$ cat src/hw/rtl/sbsl_pkg.sv
// ----------------------------------------------------------------------------
// sbsl_pkg
// Shared types, field widths and codes of the sorted breakpoint locator.
// ----------------------------------------------------------------------------
package sbsl_pkg;

    localparam int DEFAULT_MAX_ENTRIES = 16;

    localparam int POS_W    = 32;
    localparam int OWNER_W  = 8;
    localparam int STATUS_W = 2;
    localparam int FRAC_W   = 16;
    localparam int WEIGHT_W = FRAC_W + 1;
    localparam int ENTRY_W  = OWNER_W + POS_W;

    // Position 1.0 in Q16.16 and weight 1.0 in Q1.16.
    localparam logic [POS_W-1:0]    POS_ONE    = 32'h0001_0000;
    localparam logic [WEIGHT_W-1:0] WEIGHT_ONE = 17'h1_0000;

    // Action codes of an input beat.
    localparam logic ACT_SET   = 1'b0;
    localparam logic ACT_QUERY = 1'b1;

    // Status codes of a result beat.
    localparam logic [STATUS_W-1:0] ST_QUERY    = 2'd0;
    localparam logic [STATUS_W-1:0] ST_INSERTED = 2'd1;
    localparam logic [STATUS_W-1:0] ST_UPDATED  = 2'd2;
    localparam logic [STATUS_W-1:0] ST_FULL     = 2'd3;

    typedef struct packed {
        logic [OWNER_W-1:0]      owner;
        logic signed [POS_W-1:0] pos;
    } entry_t;

    typedef struct packed {
        logic             start;
        logic [POS_W-1:0] num;
        logic [POS_W-1:0] den;
    } div_req_t;

    typedef struct packed {
        logic              done;
        logic [FRAC_W-1:0] quot;
    } div_rsp_t;

endpackage

$ cat src/hw/rtl/sbsl_ram.sv
// ----------------------------------------------------------------------------
// sbsl_ram
// Generic simple dual-port RAM with one write port and a registered read.
// ----------------------------------------------------------------------------
module sbsl_ram #(
    parameter int WIDTH = 8,
    parameter int DEPTH = 16
) (
    input  logic                     clk,
    input  logic                     we,
    input  logic [$clog2(DEPTH)-1:0] waddr,
    input  logic [WIDTH-1:0]         wdata,
    input  logic [$clog2(DEPTH)-1:0] raddr,
    output logic [WIDTH-1:0]         rdata
);

    logic [WIDTH-1:0] mem [DEPTH];

    always_ff @(posedge clk)
    begin
        if (we)
        begin
            mem[waddr] <= wdata;
        end
        rdata <= mem[raddr];
    end

endmodule

$ cat src/hw/rtl/sbsl_div.sv
// ----------------------------------------------------------------------------
// sbsl_div
// Restoring divider giving the fractional quotient num/den, one bit a cycle.
// ----------------------------------------------------------------------------
module sbsl_div
    import sbsl_pkg::*;
(
    input  logic     clk,
    input  logic     rst_n,
    input  div_req_t req,
    output div_rsp_t rsp
);

    localparam int STEP_W = $clog2(FRAC_W);

    logic              busy_reg, busy_next;
    logic              done_reg, done_next;
    logic [STEP_W-1:0] step_reg, step_next;
    logic [POS_W-1:0]  rem_reg, rem_next;
    logic [POS_W-1:0]  den_reg, den_next;
    logic [FRAC_W-1:0] quot_reg, quot_next;
    logic [POS_W:0]    trial;

    // The caller guarantees 0 < num < den, so the remainder always fits.
    always_comb
    begin
        busy_next = busy_reg;
        done_next = 1'b0;
        step_next = step_reg;
        rem_next  = rem_reg;
        den_next  = den_reg;
        quot_next = quot_reg;
        trial     = {rem_reg, 1'b0};
        if (req.start)
        begin
            busy_next = 1'b1;
            step_next = '0;
            rem_next  = req.num;
            den_next  = req.den;
            quot_next = '0;
        end
        else if (busy_reg)
        begin
            if (trial >= {1'b0, den_reg})
            begin
                rem_next  = POS_W'(trial - {1'b0, den_reg});
                quot_next = {quot_reg[FRAC_W-2:0], 1'b1};
            end
            else
            begin
                rem_next  = trial[POS_W-1:0];
                quot_next = {quot_reg[FRAC_W-2:0], 1'b0};
            end
            step_next = step_reg + STEP_W'(1);
            if (step_reg == STEP_W'(FRAC_W - 1))
            begin
                busy_next = 1'b0;
                done_next = 1'b1;
            end
        end
    end

    always_ff @(posedge clk or negedge rst_n)
    begin
        if (!rst_n)
        begin
            busy_reg <= 1'b0;
            done_reg <= 1'b0;
            step_reg <= '0;
        end
        else
        begin
            busy_reg <= busy_next;
            done_reg <= done_next;
            step_reg <= step_next;
        end
    end

    always_ff @(posedge clk)
    begin
        rem_reg  <= rem_next;
        den_reg  <= den_next;
        quot_reg <= quot_next;
    end

    assign rsp.done = done_reg;
    assign rsp.quot = quot_reg;

endmodule

$ cat src/hw/rtl/sorted_breakpoint_segment_locator.sv
// ----------------------------------------------------------------------------
// sorted_breakpoint_segment_locator
// Sorted table of (owner, position) breakpoints with segment lookup.
// ----------------------------------------------------------------------------
// Usage: one input channel (in_valid/in_ready) carries action, input_index
// and position; one output channel (out_valid/out_ready) carries status,
// lower_index, upper_index and weight. Every input beat gives exactly one
// result beat, in order. One item is worked on at a time.
// A set beat scans the owners one entry a cycle, then moves the changed
// entry one place a cycle through the table until it sits in order; a
// refused set skips the moves and goes straight to its result.
// A query beat walks the positions one entry a cycle; unless the position
// lies past the last entry it then works out the segment width and the
// clamp tests in S_PREP and S_CHK, and runs the serial divider unless the
// weight clamps. The table RAM read port sets the walk speed and the
// one-bit-a-cycle divider sets the tail. The next beat can be taken in the
// cycle in which the result appears.
// After reset the block writes the default breakpoints (owner 0 at 0.0,
// owner 1 at 1.0) into the RAM in S_INIT0 and S_INIT1; in_ready stays low then.
// The result is held in an output register: while the receiver stalls the
// next item is still taken and worked on, and only waits at its end for the
// output register to free up.
// ----------------------------------------------------------------------------
module sorted_breakpoint_segment_locator
    import sbsl_pkg::*;
#(
    parameter int MAX_ENTRIES = DEFAULT_MAX_ENTRIES
) (
    input  logic                       clk,
    input  logic                       rst_n,
    input  logic                       in_valid,
    output logic                       in_ready,
    input  logic                       action,
    input  logic [OWNER_W-1:0]         input_index,
    input  logic signed [POS_W-1:0]    position,
    output logic                       out_valid,
    input  logic                       out_ready,
    output logic [STATUS_W-1:0]        status,
    output logic [OWNER_W-1:0]         lower_index,
    output logic [OWNER_W-1:0]         upper_index,
    output logic [WEIGHT_W-1:0]        weight
);

    localparam int IDX_W = $clog2(MAX_ENTRIES);
    localparam int CNT_W = $clog2(MAX_ENTRIES + 1);

    localparam logic [3:0] S_INIT0 = 4'd0;
    localparam logic [3:0] S_INIT1 = 4'd1;
    localparam logic [3:0] S_IDLE  = 4'd2;
    localparam logic [3:0] S_SRCH  = 4'd3;
    localparam logic [3:0] S_LGO   = 4'd4;
    localparam logic [3:0] S_LEFT  = 4'd5;
    localparam logic [3:0] S_RGO   = 4'd6;
    localparam logic [3:0] S_RIGHT = 4'd7;
    localparam logic [3:0] S_PUT   = 4'd8;
    localparam logic [3:0] S_WLO   = 4'd9;
    localparam logic [3:0] S_WALK  = 4'd10;
    localparam logic [3:0] S_PREP  = 4'd11;
    localparam logic [3:0] S_CHK   = 4'd12;
    localparam logic [3:0] S_DIV   = 4'd13;
    localparam logic [3:0] S_FIN   = 4'd14;

    // Control state.
    logic [3:0]       state_reg, state_next;
    logic [CNT_W-1:0] count_reg, count_next;
    logic             out_valid_reg, out_valid_next;
    logic             moved_reg, moved_next;

    // Item payload and working values.
    logic [IDX_W-1:0]        k_reg, k_next;
    logic [IDX_W-1:0]        j_reg, j_next;
    logic [OWNER_W-1:0]      idx_reg, idx_next;
    logic signed [POS_W-1:0] pos_reg, pos_next;
    entry_t                  lo_reg, lo_next;
    logic signed [POS_W-1:0] hi_pos_reg, hi_pos_next;
    logic signed [POS_W:0]   d_reg, d_next;
    logic signed [POS_W:0]   num_reg, num_next;

    // Finished result, then the output register.
    logic [STATUS_W-1:0] status_res_reg, status_res_next;
    logic [OWNER_W-1:0]  lower_res_reg, lower_res_next;
    logic [OWNER_W-1:0]  upper_res_reg, upper_res_next;
    logic [WEIGHT_W-1:0] weight_res_reg, weight_res_next;
    logic [STATUS_W-1:0] status_reg, status_next;
    logic [OWNER_W-1:0]  lower_reg, lower_next;
    logic [OWNER_W-1:0]  upper_reg, upper_next;
    logic [WEIGHT_W-1:0] weight_reg, weight_next;

    // Table RAM ports.
    logic               ram_we;
    logic [IDX_W-1:0]   ram_waddr;
    logic [IDX_W-1:0]   ram_raddr;
    logic [ENTRY_W-1:0] ram_wdata;
    logic [ENTRY_W-1:0] ram_rdata;
    entry_t             rd_e;
    entry_t             wr_e;

    div_req_t div_req;
    div_rsp_t div_rsp;

    logic [CNT_W:0]   j_p1;
    logic [CNT_W:0]   j_p2;
    logic [CNT_W:0]   cnt_ext;
    logic             k_last;

    sbsl_ram #(
        .WIDTH (ENTRY_W),
        .DEPTH (MAX_ENTRIES)
    ) u_table (
        .clk   (clk),
        .we    (ram_we),
        .waddr (ram_waddr),
        .wdata (ram_wdata),
        .raddr (ram_raddr),
        .rdata (ram_rdata)
    );

    sbsl_div u_div (
        .clk   (clk),
        .rst_n (rst_n),
        .req   (div_req),
        .rsp   (div_rsp)
    );

    assign rd_e      = entry_t'(ram_rdata);
    assign ram_wdata = ENTRY_W'(wr_e);
    assign j_p1      = (CNT_W + 1)'(j_reg) + (CNT_W + 1)'(1);
    assign j_p2      = (CNT_W + 1)'(j_reg) + (CNT_W + 1)'(2);
    assign cnt_ext   = (CNT_W + 1)'(count_reg);
    assign k_last    = (CNT_W'(k_reg) == count_reg - CNT_W'(1));
    assign in_ready  = (state_reg == S_IDLE);

    always_comb
    begin
        state_next      = state_reg;
        count_next      = count_reg;
        out_valid_next  = out_valid_reg;
        moved_next      = moved_reg;
        k_next          = k_reg;
        j_next          = j_reg;
        idx_next        = idx_reg;
        pos_next        = pos_reg;
        lo_next         = lo_reg;
        hi_pos_next     = hi_pos_reg;
        d_next          = d_reg;
        num_next        = num_reg;
        status_res_next = status_res_reg;
        lower_res_next  = lower_res_reg;
        upper_res_next  = upper_res_reg;
        weight_res_next = weight_res_reg;
        status_next     = status_reg;
        lower_next      = lower_reg;
        upper_next      = upper_reg;
        weight_next     = weight_reg;
        ram_we          = 1'b0;
        ram_waddr       = j_reg;
        ram_raddr       = k_reg;
        wr_e            = rd_e;
        div_req.start   = 1'b0;
        div_req.num     = num_reg[POS_W-1:0];
        div_req.den     = d_reg[POS_W-1:0];

        if (out_valid_reg && out_ready)
        begin
            out_valid_next = 1'b0;
        end

        case (state_reg)
            S_INIT0:
            begin
                ram_we     = 1'b1;
                ram_waddr  = '0;
                wr_e.owner = '0;
                wr_e.pos   = '0;
                state_next = S_INIT1;
            end
            S_INIT1:
            begin
                ram_we     = 1'b1;
                ram_waddr  = IDX_W'(1);
                wr_e.owner = OWNER_W'(1);
                wr_e.pos   = POS_ONE;
                state_next = S_IDLE;
            end
            S_IDLE:
            begin
                if (in_valid)
                begin
                    idx_next        = input_index;
                    pos_next        = position;
                    k_next          = '0;
                    ram_raddr       = '0;
                    moved_next      = 1'b0;
                    status_res_next = ST_QUERY;
                    lower_res_next  = '0;
                    upper_res_next  = '0;
                    weight_res_next = '0;
                    state_next      = (action == ACT_SET) ? S_SRCH : S_WLO;
                end
            end
            S_SRCH:
            begin
                // Look for the owner; the data of entry k arrives this cycle.
                if (rd_e.owner == idx_reg)
                begin
                    j_next          = k_reg;
                    status_res_next = ST_UPDATED;
                    state_next      = S_LGO;
                end
                else if (k_last)
                begin
                    if (count_reg >= CNT_W'(MAX_ENTRIES))
                    begin
                        status_res_next = ST_FULL;
                        state_next      = S_FIN;
                    end
                    else
                    begin
                        j_next          = IDX_W'(count_reg);
                        count_next      = count_reg + CNT_W'(1);
                        status_res_next = ST_INSERTED;
                        state_next      = S_LGO;
                    end
                end
                else
                begin
                    k_next    = k_reg + IDX_W'(1);
                    ram_raddr = k_reg + IDX_W'(1);
                end
            end
            S_LGO:
            begin
                if (j_reg == '0)
                begin
                    state_next = S_RGO;
                end
                else
                begin
                    ram_raddr  = j_reg - IDX_W'(1);
                    state_next = S_LEFT;
                end
            end
            S_LEFT:
            begin
                // Shift strictly greater neighbours up by one place.
                if (rd_e.pos > pos_reg)
                begin
                    ram_we     = 1'b1;
                    ram_waddr  = j_reg;
                    j_next     = j_reg - IDX_W'(1);
                    moved_next = 1'b1;
                    if (j_reg == IDX_W'(1))
                    begin
                        state_next = S_PUT;
                    end
                    else
                    begin
                        ram_raddr = j_reg - IDX_W'(2);
                    end
                end
                else
                begin
                    state_next = moved_reg ? S_PUT : S_RGO;
                end
            end
            S_RGO:
            begin
                if (j_p1 < cnt_ext)
                begin
                    ram_raddr  = j_reg + IDX_W'(1);
                    state_next = S_RIGHT;
                end
                else
                begin
                    state_next = S_PUT;
                end
            end
            S_RIGHT:
            begin
                // Equal later neighbours stay after the moved entry.
                if (rd_e.pos < pos_reg)
                begin
                    ram_we    = 1'b1;
                    ram_waddr = j_reg;
                    j_next    = j_reg + IDX_W'(1);
                    if (j_p2 < cnt_ext)
                    begin
                        ram_raddr = j_reg + IDX_W'(2);
                    end
                    else
                    begin
                        state_next = S_PUT;
                    end
                end
                else
                begin
                    state_next = S_PUT;
                end
            end
            S_PUT:
            begin
                ram_we     = 1'b1;
                ram_waddr  = j_reg;
                wr_e.owner = idx_reg;
                wr_e.pos   = pos_reg;
                state_next = S_FIN;
            end
            S_WLO:
            begin
                lo_next    = rd_e;
                k_next     = IDX_W'(1);
                ram_raddr  = IDX_W'(1);
                state_next = S_WALK;
            end
            S_WALK:
            begin
                if (pos_reg > rd_e.pos)
                begin
                    if (k_last)
                    begin
                        lower_res_next = rd_e.owner;
                        upper_res_next = rd_e.owner;
                        state_next     = S_FIN;
                    end
                    else
                    begin
                        lo_next   = rd_e;
                        k_next    = k_reg + IDX_W'(1);
                        ram_raddr = k_reg + IDX_W'(1);
                    end
                end
                else
                begin
                    hi_pos_next    = rd_e.pos;
                    lower_res_next = lo_reg.owner;
                    upper_res_next = rd_e.owner;
                    state_next     = S_PREP;
                end
            end
            S_PREP:
            begin
                d_next     = {hi_pos_reg[POS_W-1], hi_pos_reg}
                           - {lo_reg.pos[POS_W-1], lo_reg.pos};
                num_next   = {pos_reg[POS_W-1], pos_reg}
                           - {lo_reg.pos[POS_W-1], lo_reg.pos};
                state_next = S_CHK;
            end
            S_CHK:
            begin
                // Zero-width segments and positions below the start give 0.
                if (d_reg <= 0 || num_reg <= 0)
                begin
                    weight_res_next = '0;
                    state_next      = S_FIN;
                end
                else if (num_reg >= d_reg)
                begin
                    weight_res_next = WEIGHT_ONE;
                    state_next      = S_FIN;
                end
                else
                begin
                    div_req.start = 1'b1;
                    state_next    = S_DIV;
                end
            end
            S_DIV:
            begin
                if (div_rsp.done)
                begin
                    weight_res_next = {1'b0, div_rsp.quot};
                    state_next      = S_FIN;
                end
            end
            S_FIN:
            begin
                if (!out_valid_reg || out_ready)
                begin
                    out_valid_next = 1'b1;
                    status_next    = status_res_reg;
                    lower_next     = lower_res_reg;
                    upper_next     = upper_res_reg;
                    weight_next    = weight_res_reg;
                    state_next     = S_IDLE;
                end
            end
            default:
            begin
                state_next = S_IDLE;
            end
        endcase
    end

    always_ff @(posedge clk or negedge rst_n)
    begin
        if (!rst_n)
        begin
            state_reg     <= S_INIT0;
            count_reg     <= CNT_W'(2);
            out_valid_reg <= 1'b0;
            moved_reg     <= 1'b0;
        end
        else
        begin
            state_reg     <= state_next;
            count_reg     <= count_next;
            out_valid_reg <= out_valid_next;
            moved_reg     <= moved_next;
        end
    end

    always_ff @(posedge clk)
    begin
        k_reg          <= k_next;
        j_reg          <= j_next;
        idx_reg        <= idx_next;
        pos_reg        <= pos_next;
        lo_reg         <= lo_next;
        hi_pos_reg     <= hi_pos_next;
        d_reg          <= d_next;
        num_reg        <= num_next;
        status_res_reg <= status_res_next;
        lower_res_reg  <= lower_res_next;
        upper_res_reg  <= upper_res_next;
        weight_res_reg <= weight_res_next;
        status_reg     <= status_next;
        lower_reg      <= lower_next;
        upper_reg      <= upper_next;
        weight_reg     <= weight_next;
    end

    assign out_valid   = out_valid_reg;
    assign status      = status_reg;
    assign lower_index = lower_reg;
    assign upper_index = upper_reg;
    assign weight      = weight_reg;

endmodule

$ cat config.mk
export PLATFORM = sky130hd
export DESIGN_NAME = sorted_breakpoint_segment_locator
export DESIGN_NICKNAME = d
export VERILOG_FILES = /design/src/hw/rtl/sbsl_pkg.sv /design/src/hw/rtl/sbsl_ram.sv /design/src/hw/rtl/sbsl_div.sv /design/src/hw/rtl/sorted_breakpoint_segment_locator.sv
export SDC_FILE = /design/constraint.sdc
export NUM_CORES = 2
export LEC_CHECK = 0
export ABC_CLOCK_PERIOD_IN_PS = 14100
export BUFFER_PORTS_ARGS = -buffer_cell sky130_fd_sc_hd__clkbuf_2
export CAP_MARGIN = 30
export CORE_ASPECT_RATIO = 1.1
export CORE_MARGIN = 5
export CORE_UTILIZATION = 45
export CTS_CLUSTER_DIAMETER = 50
export CTS_CLUSTER_SIZE = 8
export DETAILED_ROUTE_END_ITERATION = 10
export GPL_TIMING_DRIVEN = 0
export SLEW_MARGIN = 10
export SYNTH_ARGS = -nofsm -noshare
export SYNTH_HDL_FRONTEND = slang
export SYNTH_SLANG_ARGS = --single-unit
$ cat constraint.sdc
create_clock -name clk -period 14.1 [get_ports clk]
set_input_delay 2.82 -clock clk [delete_from_list [all_inputs] [get_ports clk]]
set_output_delay 2.82 -clock clk [all_outputs]
set_load 0.03 [all_outputs]
==> run metrics <==
Synth top area share=0.606; Routed Wire Length=111000 um; warnings from Yosys=0; Antenna Nets Post-Route=0; DRC Markers=0; DR vias=27300; Required @ worst endpoint=14.53 ns; vias per inst=5.37; final period utilization=0.430; core area=105000 um2; hold_buf cts=0; crit path cell chain=ha_1 > nand4_1 > nor4_2 > o41a_1 > nor3_2 > a21oi_1 > clkbuf_1 > a21oi_1 > nor3_1 > nand2_1 > nor3_2 > buf_6 > buf_4 > buf_4 > buf_4; Area contributors post-synth=edfxtp_1 61%, mux2i_1 13%, ha_1 4.7%, dfxtp_1 2.4%, a21oi_1 1.7%; critical path type=reg -> reg; final hold slack=0.409 ns; VDD IR max=0.000164 V; top-count cell post-synth=edfxtp_1; crit-path max FO=10; slowest cell delay on critical path=0.76 ns; Slew headroom=0.311; Worst-Margin Slew=1.03 ns; CTS tree=yes; power density over the cells=274 nW/um2; R2R setup slack=8.04 ns; Top FF cell, synth=edfxtp_1; Syn-to-layout area delta=16.4%; fmax=0.165 GHz; FP Rows=125; die height=351 um; #FFs+latches synth=1033; Post-CTS Resized=0; All-Layer GR Usage=0.196; Int Pwr=9510 uW; CP dominant cell by count=buf_4; Comb pwr share=0.470; most frequent cells after synthesis=960 x edfxtp_1, 637 x mux2i_1, 180 x ha_1, 180 x inv_1, 168 x nor2_1; slowest CP cell=nor4_2; largest net degree at the start of global routing=35; HP Class=reg -> reg; crit path launch type=register; final hold violations=0; vias in the first global route=27300; part of the power in the clock network=0.220; iteration count of the initial detailed-routing pass=5; Seq/Total Area, Yosys=0.639; port buffer count=81; Clock Sinks=1033; DP Wirelength=80500 um; first-pass GRT wire length=167000 um; endpoint class of the critical path=register; Syn Inst Count=3279; Ports=82; layout cell share with drive strength beyond 1=0.120; htree depth=4; skew final=0.0330 ns; Reg clk slew, reported paths=0.05 ns; die width=320 um; NetSw=5650 uW; Final TNS setup=0 ns; Largest register FFs=640; Setup Buffers After CTS=0; leak pwr=0.0217 uW; initial antenna violation count=3; status=finished clean; clock tree buffer depth=3; Netlist cell types=78; Post-synth EDFFs=960; post-synthesis area per instance=14.5 um2; clk root buf=clkbuf_16; total CTS buffers=152; GPL Wtd Cong=0.884; DIE AREA=112000 um2; Seq pwr share=0.310; final setup fails=0; Buf+Inv Stages, Crit Path=5; fin nets=3812; area leader, netlist=edfxtp_1; RSZ-0062 raised after global routing=false; Worst Path Arrival=6.48 ns; switching share of power=0.373; max-slew violation count=0; GR Overflow Total=0; Initial Util=0.452; Top delay family on crit path=simple AND/OR/NAND/NOR gates; maxcap violations=0; mapped cell area=47600 um2; Iter 0 DRT Violations=2108; minimum clock period=6.06 ns; ys async rst share=0.0165; WL per Instance=21.8 um; worst skew pair latency=0.74 ns; syn_nets=3507
-- cell usage in the layout, fill, tap and decap left out, types with 13 or more instances in the layout --
cell / netlist / layout
a211oi_1: 13 / 13
clkbuf_16: 0 / 154
ha_1: 180 / 180
nor2_1: 168 / 155
dfrtp_1: 16 / 16
mux2i_1: 637 / 637
nand4_1: 30 / 30
buf_2: 13 / 17
and2_1: 38 / 38
nand2_1: 111 / 111
xor2_1: 21 / 21
nand2b_1: 21 / 20
xnor2_1: 74 / 74
nor2b_1: 29 / 29
clkbuf_2: 0 / 81
nor3_1: 45 / 40
nor2_4: 0 / 13
buf_6: 11 / 23
edfxtp_1: 960 / 960
dfxtp_1: 56 / 56
a22o_1: 41 / 41
nor4_1: 26 / 24
clkbuf_1: 44 / 117
and3_1: 18 / 18
a21o_1: 59 / 59
inv_1: 180 / 179
buf_12: 33 / 49
nand3_1: 35 / 35
o21a_1: 23 / 23
buf_4: 5 / 32
a21oi_1: 157 / 156
o21ai_0: 64 / 63
-- cells by family (layout without fill, tap and decap cells) --
group,after synthesis,in the layout,share of synthesized area
buffers and inverters,296,699,0.0373
AND/OR/NAND/NOR,554,554,0.0568
other,0,3,0
XOR/XNOR,95,95,0.0175
multiplexers,637,637,0.134
AO/OA/AOI/OAI,481,481,0.0670
adder cells (fa/ha/maj),183,183,0.0486
flip-flops,1033,1033,0.639
-- final cells by class --
type                            count  area (um2)
Antenna cell                        3        7.51
Buffer                            116        1100
Clock buffer                      230        4170
Clock inverter                     22         305
Fill cell                        8730       49900
Inverter                          180         676
Multi-Input combinational cell   1950       15600
Sequential cell                  1033       30400
Tap cell                         1397        1750
Timing Repair Buffer              151        1390
-- power by group through the flow --
stage	clock, uW	combinational, uW	sequential, uW
detailed placement	0	7140	4760
global route	3560	7670	4740
CTS	3420	7160	4700
floorplan	0	5200	4690
global placement	0	6980	4780
finish	3340	7120	4700
-- metal layers --
layer | vias up | global-route usage | wire length [um]
met2 | 696 | 0.333 | 54500
met5 | - | 0 | 0
li1 | 13100 | - | -
met1 | 13400 | 0.260 | 48700
met3 | 146 | 0.0298 | 5120
met4 | 0 | 0.0630 | 2610
-- metrics by stage --
step / cells / total power, uW / setup slack, ns / util / cell area [um2]
finish: 5082 / 15200 / 8.04 / 0.526 / 55300
global route: 5081 / 16000 / 7.71 / 0.526 / 55300
CTS: 5078 / 15300 / 7.91 / 0.526 / 55300
detailed placement: 4826 / 11900 / 8.01 / 0.483 / 50800
global placement: 4757 / 11800 / 2.48 / 0.472 / 49700
floorplan: 3279 / 9890 / 8.07 / - / 47600
-- worst paths after layout --
kind | from | end | depth (start not counted)
max | pos_reg[26]$_DFFE_PP_ | u_table.mem[15][5]$_DFFE_PP_ | 15
min | weight_res_reg[13]$_DFFE_PP_ | weight[13]$_DFFE_PP_ | 0
max reg2reg | pos_reg[26]$_DFFE_PP_ | u_table.mem[15][5]$_DFFE_PP_ | 15
min reg2reg | weight_res_reg[13]$_DFFE_PP_ | weight[13]$_DFFE_PP_ | 0
max in group asynchronous | rst_n | count_reg[1]$_DFFE_PN1P_ | 1
min in group asynchronous | rst_n | out_valid$_DFF_PN0_ | 1
(Power assumes the default switching activity.)
